**config.mk**
```make
export PLATFORM = sky130hd
export DESIGN_NAME = http_date_to_epoch_parser
export DESIGN_NICKNAME = d
export VERILOG_FILES = /design/src/rtl/core/hdep_pkg.sv /design/src/rtl/core/hdep_ctrl.sv /design/src/rtl/core/hdep_dp.sv /design/src/rtl/core/http_date_to_epoch_parser.sv
export SDC_FILE = /design/constraint.sdc
export NUM_CORES = 1
export LEC_CHECK = 0
export ABC_CLOCK_PERIOD_IN_PS = 16100
export BUFFER_PORTS_ARGS = -buffer_cell sky130_fd_sc_hd__buf_4
export CAP_MARGIN = 20
export CORE_MARGIN = 4
export CORE_UTILIZATION = 35
export DETAILED_ROUTE_END_ITERATION = 10
export PLACE_DENSITY = 0.58
export SLEW_MARGIN = 20
export SYNTH_ARGS = -nofsm -noshare
export SYNTH_HDL_FRONTEND = slang
export SYNTH_SLANG_ARGS = --single-unit
```
**constraint.sdc**
```tcl
create_clock -name clk -period 16.1 [get_ports clk]
set_input_delay 2.415 -clock clk [delete_from_list [all_inputs] [get_ports clk]]
set_output_delay 2.415 -clock clk [all_outputs]
set_load 0.05 [all_outputs]
```
**src/rtl/core/hdep_pkg.sv**
```systemverilog
// shared types, constants and lookup functions for the http date parser
// no dependencies
package hdep_pkg;

  localparam int unsigned BODY_LEN = 29;
  localparam int unsigned EPOCH_W  = 39;

  localparam logic [7:0] CH_SP    = 8'h20;
  localparam logic [7:0] CH_TAB   = 8'h09;
  localparam logic [7:0] CH_COMMA = 8'h2C;
  localparam logic [7:0] CH_COLON = 8'h3A;
  localparam logic [7:0] CH_ZERO  = 8'h30;
  localparam logic [7:0] CH_NINE  = 8'h39;
  localparam logic [7:0] CH_G     = 8'h47;
  localparam logic [7:0] CH_M     = 8'h4D;
  localparam logic [7:0] CH_T     = 8'h54;

  // year offset keeps the shifted year non-negative
  localparam logic [13:0] YEAR_OFS  = 14'd400;
  // ceil(2^16 / 25), exact for quotients below 2600
  localparam logic [11:0] RECIP_25  = 12'd2622;
  // 719468 + 146097 + 1
  localparam logic [24:0] DAYS_BIAS = 25'd865566;
  localparam logic signed [17:0] DAY_SEC = 18'sd86400;

  typedef enum logic [2:0] {
    S_RUN,
    S_MUL,
    S_DAYS,
    S_SEC,
    S_SUM,
    S_OUT
  } state_t;

  typedef struct packed {
    logic take;
    logic mul;
    logic days;
    logic sec;
    logic finish;
  } cmd_t;

  // returns {found, index}
  function automatic logic [4:0] month_lookup(input logic [7:0] a, input logic [7:0] b,
                                              input logic [7:0] c);
    logic [4:0] r;
    unique case ({a, b, c})
      "Jan": r = {1'b1, 4'd0};
      "Feb": r = {1'b1, 4'd1};
      "Mar": r = {1'b1, 4'd2};
      "Apr": r = {1'b1, 4'd3};
      "May": r = {1'b1, 4'd4};
      "Jun": r = {1'b1, 4'd5};
      "Jul": r = {1'b1, 4'd6};
      "Aug": r = {1'b1, 4'd7};
      "Sep": r = {1'b1, 4'd8};
      "Oct": r = {1'b1, 4'd9};
      "Nov": r = {1'b1, 4'd10};
      "Dec": r = {1'b1, 4'd11};
      default: r = 5'd0;
    endcase
    return r;
  endfunction

  // day of a year that starts in march
  function automatic logic [8:0] month_doy(input logic [3:0] mon);
    logic [8:0] r;
    unique case (mon)
      4'd0:  r = 9'd306;
      4'd1:  r = 9'd337;
      4'd2:  r = 9'd0;
      4'd3:  r = 9'd31;
      4'd4:  r = 9'd61;
      4'd5:  r = 9'd92;
      4'd6:  r = 9'd122;
      4'd7:  r = 9'd153;
      4'd8:  r = 9'd184;
      4'd9:  r = 9'd214;
      4'd10: r = 9'd245;
      4'd11: r = 9'd275;
      default: r = 9'd0;
    endcase
    return r;
  endfunction

endpackage

```
**src/rtl/core/hdep_ctrl.sv**
```systemverilog
// controller for the http date parser: byte intake, conversion sequence, result hand-off
// depends on hdep_pkg
module hdep_ctrl (
  input  logic           clk,
  input  logic           rst,
  input  logic           in_valid,
  input  logic           last,
  input  logic           out_ready,
  output logic           in_ready,
  output logic           out_valid,
  output hdep_pkg::cmd_t cmd
);
  import hdep_pkg::*;

  state_t state, state_next;

  always_ff @(posedge clk) begin
    if (rst) begin
      state <= S_RUN;
    end else begin
      state <= state_next;
    end
  end

  always_comb begin
    state_next = state;
    cmd        = '0;
    in_ready   = 1'b0;
    out_valid  = 1'b0;
    unique case (state)
      S_RUN: begin
        in_ready = 1'b1;
        cmd.take = in_valid;
        if (in_valid && last) begin
          state_next = S_MUL;
        end
      end
      S_MUL: begin
        cmd.mul    = 1'b1;
        state_next = S_DAYS;
      end
      S_DAYS: begin
        cmd.days   = 1'b1;
        state_next = S_SEC;
      end
      S_SEC: begin
        cmd.sec    = 1'b1;
        state_next = S_SUM;
      end
      S_SUM: begin
        cmd.finish = 1'b1;
        state_next = S_OUT;
      end
      S_OUT: begin
        out_valid = 1'b1;
        // a final item waits until the result is taken
        in_ready  = out_ready | ~last;
        cmd.take  = in_valid & in_ready;
        if (out_ready) begin
          state_next = (in_valid && last) ? S_MUL : S_RUN;
        end
      end
      default: state_next = S_RUN;
    endcase
  end

endmodule

```
**src/rtl/core/hdep_dp.sv**
```systemverilog
// datapath for the http date parser: field capture, checks and epoch arithmetic
// depends on hdep_pkg
module hdep_dp (
  input  logic                               clk,
  input  logic                               rst,
  input  hdep_pkg::cmd_t                     cmd,
  input  logic [7:0]                         ch,
  output logic                               valid_res,
  output logic signed [hdep_pkg::EPOCH_W-1:0] epoch_seconds
);
  import hdep_pkg::*;

  logic [5:0]  position, position_next;
  logic        started, started_next;
  logic        bad, bad_next;
  logic [15:0] month_chars, month_chars_next;
  logic [6:0]  day_value, day_value_next;
  logic [13:0] year_value, year_value_next;
  logic [6:0]  hour_value, hour_value_next;
  logic [6:0]  minute_value, minute_value_next;
  logic [6:0]  second_value, second_value_next;

  logic        blank, digit;
  logic [3:0]  dval;
  logic [4:0]  mlook;

  function automatic logic [6:0] add2(input logic [6:0] acc, input logic [3:0] d);
    return 7'({acc, 3'b000}) + 7'({acc, 1'b0}) + {3'b000, d};
  endfunction

  assign blank = (ch == CH_SP) || (ch == CH_TAB);
  assign digit = (ch >= CH_ZERO) && (ch <= CH_NINE);
  assign dval  = ch[3:0];
  assign mlook = month_lookup(month_chars[7:0], month_chars[15:8], ch);

  always_comb begin
    position_next     = position;
    started_next      = started;
    bad_next          = bad;
    month_chars_next  = month_chars;
    day_value_next    = day_value;
    year_value_next   = year_value;
    hour_value_next   = hour_value;
    minute_value_next = minute_value;
    second_value_next = second_value;
    if (started || !blank) begin
      started_next = 1'b1;
      if (position < 6'(BODY_LEN)) begin
        position_next = position + 6'd1;
        unique case (position)
          6'd3: if (ch != CH_COMMA) bad_next = 1'b1;
          6'd4, 6'd7, 6'd11, 6'd16, 6'd25: if (ch != CH_SP) bad_next = 1'b1;
          6'd19, 6'd22: if (ch != CH_COLON) bad_next = 1'b1;
          6'd5, 6'd6: begin
            if (digit) day_value_next = add2(day_value, dval);
            else bad_next = 1'b1;
          end
          6'd17, 6'd18: begin
            if (digit) hour_value_next = add2(hour_value, dval);
            else bad_next = 1'b1;
          end
          6'd20, 6'd21: begin
            if (digit) minute_value_next = add2(minute_value, dval);
            else bad_next = 1'b1;
          end
          6'd23, 6'd24: begin
            if (digit) second_value_next = add2(second_value, dval);
            else bad_next = 1'b1;
          end
          6'd12, 6'd13, 6'd14, 6'd15: begin
            if (digit) begin
              year_value_next = 14'({year_value, 3'b000}) + 14'({year_value, 1'b0})
                              + {10'd0, dval};
            end else begin
              bad_next = 1'b1;
            end
          end
          6'd8: month_chars_next = {8'h00, ch};
          6'd9: month_chars_next = month_chars | {ch, 8'h00};
          6'd10: begin
            if (!mlook[4]) bad_next = 1'b1;
            month_chars_next = {12'd0, mlook[3:0]};
          end
          6'd26: if (ch != CH_G) bad_next = 1'b1;
          6'd27: if (ch != CH_M) bad_next = 1'b1;
          6'd28: if (ch != CH_T) bad_next = 1'b1;
          default: ;
        endcase
      end else if (!blank) begin
        bad_next = 1'b1;
      end
    end
  end

  always_ff @(posedge clk) begin
    if (rst || cmd.finish) begin
      position     <= '0;
      started      <= 1'b0;
      bad          <= 1'b0;
      month_chars  <= '0;
      day_value    <= '0;
      year_value   <= '0;
      hour_value   <= '0;
      minute_value <= '0;
      second_value <= '0;
    end else if (cmd.take) begin
      position     <= position_next;
      started      <= started_next;
      bad          <= bad_next;
      month_chars  <= month_chars_next;
      day_value    <= day_value_next;
      year_value   <= year_value_next;
      hour_value   <= hour_value_next;
      minute_value <= minute_value_next;
      second_value <= second_value_next;
    end
  end

  // conversion, parse registers stay put until the finish step
  logic [3:0]         mon;
  logic [13:0]        yy;
  logic [11:0]        q;
  logic [23:0]        prod;
  logic [6:0]         c100;
  logic [4:0]         c400;
  logic [21:0]        day_pos;
  logic signed [24:0] days;
  logic [18:0]        hms;
  logic signed [42:0] dprod;
  logic signed [39:0] dsec;
  logic signed [39:0] total;
  logic               ok;

  assign mon     = month_chars[3:0];
  assign yy      = year_value + YEAR_OFS - {13'd0, (mon < 4'd2)};
  assign q       = yy[13:2];
  assign c100    = prod[22:16];
  assign c400    = c100[6:2];
  assign day_pos = 22'(yy) * 22'd365 + 22'(q) + 22'(c400) + 22'(month_doy(mon))
                 + 22'(day_value);
  assign dprod   = days * DAY_SEC;
  assign total   = dsec + $signed({21'd0, hms});
  assign ok      = started && !bad && (position == 6'(BODY_LEN)) && (total != '1);

  always_ff @(posedge clk) begin
    if (cmd.mul) begin
      prod <= 24'(q) * 24'(RECIP_25);
    end
    if (cmd.days) begin
      days <= $signed(25'(day_pos) - 25'(c100) - DAYS_BIAS);
      hms  <= 19'(hour_value) * 19'd3600 + 19'(minute_value) * 19'd60
            + 19'(second_value);
    end
    if (cmd.sec) begin
      dsec <= dprod[39:0];
    end
    if (cmd.finish) begin
      valid_res     <= ok;
      epoch_seconds <= ok ? total[EPOCH_W-1:0] : '0;
    end
  end

endmodule

```
**src/rtl/core/http_date_to_epoch_parser.sv**
```systemverilog
// http date parser: one byte per cycle while in_ready is high, epoch seconds after the final item
// throughput: one byte per cycle while in_ready is high; after a final byte the conversion states take no input
// the conversion runs as a fixed sequence of steps: mul, days, sec and finish
// synchronous reset clears the parse state and the controller; depends on hdep_pkg
module http_date_to_epoch_parser (
  input  logic                               clk,
  input  logic                               rst,
  input  logic                               in_valid,
  output logic                               in_ready,
  input  logic [7:0]                         ch,
  input  logic                               last,
  output logic                               out_valid,
  input  logic                               out_ready,
  output logic                               valid_res,
  output logic signed [hdep_pkg::EPOCH_W-1:0] epoch_seconds
);
  import hdep_pkg::*;

  cmd_t cmd;

  hdep_ctrl u_ctrl (
    .clk       (clk),
    .rst       (rst),
    .in_valid  (in_valid),
    .last      (last),
    .out_ready (out_ready),
    .in_ready  (in_ready),
    .out_valid (out_valid),
    .cmd       (cmd)
  );

  hdep_dp u_dp (
    .clk           (clk),
    .rst           (rst),
    .cmd           (cmd),
    .ch            (ch),
    .valid_res     (valid_res),
    .epoch_seconds (epoch_seconds)
  );

endmodule

```
==> flow_summary.toml <==
[sta]
final.period_utilization_pct = 60.9
unrepaired_setup_endpoints_after_global_routing = "false"
setup_total_negative_slack_ns = 0
time_the_final_worst_path_needs_with_i_o_delays_and_setup_ns = 9.81
worst_pin_slew_ns = 1.02
timing.final.hold_violations = 0
final.setup.worst_slack_ns = 6.29
skew_ns = 0.0297
worst_slew_margin_rel_pct = 31.5
timing.fmax_ghz = 0.102
report.final.setup_viol = 0
slew_violations = 0

[clocking]
post_cts_resize_count = 0
cts_hold_repair.buffers = 0
cts_buffers = 26
cts_max_level = 1
clock_sink_count = 202
cts.reportedPaths.clkPinSlew_ns = 0.06
cts_root_buffer = "clkbuf_16"
clock_tree.buffer_depth = 3
worstSkewPairLatency_ns = 0.57
clock_tree_from_tritoncts = "built"
post_cts.repair.setup_buffers = 0

[power]
ir_drop_mv = 0.0878
power-per-cell-area_nw_per_um2 = 87.9
static_leakage_nw = 13.0

[die]
fp.dieArea_um2 = 74300
die-width_um = 273
initial_core_util_pct = 35.5
core_area_um2 = 69100
ios = 55
placement_rows = 96
fp.dieH_um = 273

[placed_design]
place_hpwl_um = 41700
finalWeightedCongestion = 0.848
port_buffers = 54
dpl_worst_slack_ns = 6.22
postPlaceCellArea_um2 = 26000

[synthesis]
postSynth.asyncResetShare_pct = 0
synth.yosys.warnings = 0
synthDominantAreaCellType = "ha_1"
syn_avg_cell_area_um2 = 9.54
distinct_cell_type_count_after_synthesis = 97
syn-num-nets = 3216
synth_enable_flop_cells = 124
yosys.area.top_type_share_pct = 21.5
synth_flop_cell = "edfxtp_1"
mappedNetlistArea_um2 = 24500
post_synth_main_area_contributors = "ha_1 (22%), fa_1 (17%), edfxtp_1 (15%), inv_1 (7.6%), dfxtp_1 (6.4%)"
synth_seq_area_share_pct = 21.6
number_of_instances_in_the_synthesized_netlist = 2569
postSynthRegisterBits = 202

[finish]
antennaDiodeCount = 0
area_growth_pct = 9.79
area.sequential_um2 = 5290
layout.cells.most_common = "inv_1"
layout.filler_cells = 6770
post_route_cells_drive_above_1_share_pct = 5.41
layout.cells.most_common_list = "inv_1 (497), ha_1 (422), fa_1 (212), nor2_1 (187), a21oi_1 (141)"
finalNetCount = 3269
multi_input_comb_area_um2 = 17200
final_design_instance_area_without_fill_um2 = 26900

[detailed_routing]
detailedRoute.firstIterationViolations = 809
routed-via-count = 17300
detail_route.wl_per_cell_um = 13.9
number_of_nets_with_antenna_violations_after_detailed_routing = 0
drt_pass1_iterations = 5
routed_wl_um = 49600
vias_per_cell = 4.84
post_route_drc_violation_count = 0

[worst_setup_path]
worst_ep_arrival_time_ns = 10.11
slowest_delay_ns = 0.70
reg2reg_depth = 35
critPathMostFrequentCell = "inv_1"
cp-end-kind = "flop"
crit_slowest_cell = "xor2_1"
setup.worst_path.start_class = "flop"
path_max_fanout = 8
timing_worst_setup_path_type = "reg2reg"
critPathRequiredTime_ns = 16.40

[global_route]
global_route.usage.total_pct = 13.3
grt_first_pass_wirelength_um = 83900
grt_start_max_net_pins = 61
first_global_vias = 17400
antenna_violations_before_repair = 0
grt_overflow = 0

[status]
status = "completed"

[min_path]
min-delay-path-class = "reg2reg"
holdPathStages = 2

[job]
maxCapViolations = 0
-- stage by stage --
step                      hold WS [ns]  utilization, %  total power, mW  cells
after global placement           0.449            37.7             1.76   3524
after detailed placement         0.465            37.7             1.78   3524
after global routing             0.503            39.0             2.58   3573
after floorplan                  0.430               -             1.57   2569
final                            0.469            39.0             2.36   3573
after CTS                        0.474            39.0             2.39   3572
-- critical path: cells and delay by family (launching register included) --
family                     cells  cell delay (ns)
AOI/OAI and AO/OA             12             2.29
xor gates and xnor gates       1             0.70
adders and majority gates      8             3.21
buffers and inverters          6             0.68
DFF                            1             0.38
and+or+nand+nor                8             2.26
-- per-layer routing --
layer,vias to the layer above,global-route usage [%],routed length [um],share of wire [%]
met5,-,0,0,0
met4,0,3.35,1290,2.6
met3,61,1.42,1410,2.8
met2,247,23.2,23700,48
met1,8215,17.7,23200,47
li1,8786,-,-,-
-- kinds of logic (layout without fill, tap and decap cells) --
group                    after synthesis  after routing  synth area share (%)
buffers and inverters                537            610                  8.29
AO/OA/AOI/OAI                        435            435                  12.1
flip-flops                           202            202                  21.6
XOR/XNOR                             184            184                  6.66
adder cells (fa/ha/maj)              634            634                  38.9
AND/OR/NAND/NOR                      545            545                  11.2
multiplexers                          32             32                  1.32
-- state kept, by name, indices dropped and copies added (netlist names), 7 cells and up, named ones only --
signal	count
u_dp.dsec	33
u_dp.hms	19
u_dp.prod	7
u_dp.epoch_seconds	39
u_dp.day_value	7
u_dp.hour_value	7
u_dp.second_value	7
u_dp.days	25
u_dp.month_chars	16
u_dp.year_value	14
u_dp.minute_value	7
-- cell usage after synthesis, types with 28 or more instances --
| cell type | n |
|---|---|
| a21o_1 | 50 |
| a21oi_1 | 141 |
| clkbuf_1 | 31 |
| dfxtp_1 | 78 |
| edfxtp_1 | 124 |
| fa_1 | 212 |
| ha_1 | 422 |
| inv_1 | 497 |
| mux2i_1 | 29 |
| nand2_1 | 98 |
| nand3_1 | 40 |
| nor2_1 | 187 |
| nor3_1 | 44 |
| o21a_1 | 28 |
| o21ai_0 | 48 |
| o21bai_1 | 28 |
| xnor2_1 | 133 |
| xor2_1 | 49 |
-- path summary, 6_finish.rpt --
kind                            start  slack (ns)             to
setup / recovery  u_dp.month_chars[1]        6.29  u_dp.days[23]
hold / removal           u_dp.started        0.47   u_dp.started
setup reg to reg  u_dp.month_chars[1]        6.29  u_dp.days[23]
hold reg to reg          u_dp.started        0.47   u_dp.started
-- area by class of cell --
class                           instances  area share [%]
Inverter                              498            6.95
Timing Repair Buffer                   64            1.79
Multi-Input combinational cell       1830            64.0
Clock buffer                           38            2.85
Sequential cell                       202            19.6
Clock inverter                         10           0.488
Tap cell                              931            4.33
-- where the power goes --
part	internal (mW)	switching, mW	total, mW
Combinational	0.486	0.626	1.11
Sequential	0.636	0.0194	0.656
Clock	0.363	0.234	0.597
Total	1.49	0.879	2.36
Note: power is estimated with default switching activity, not from simulation.
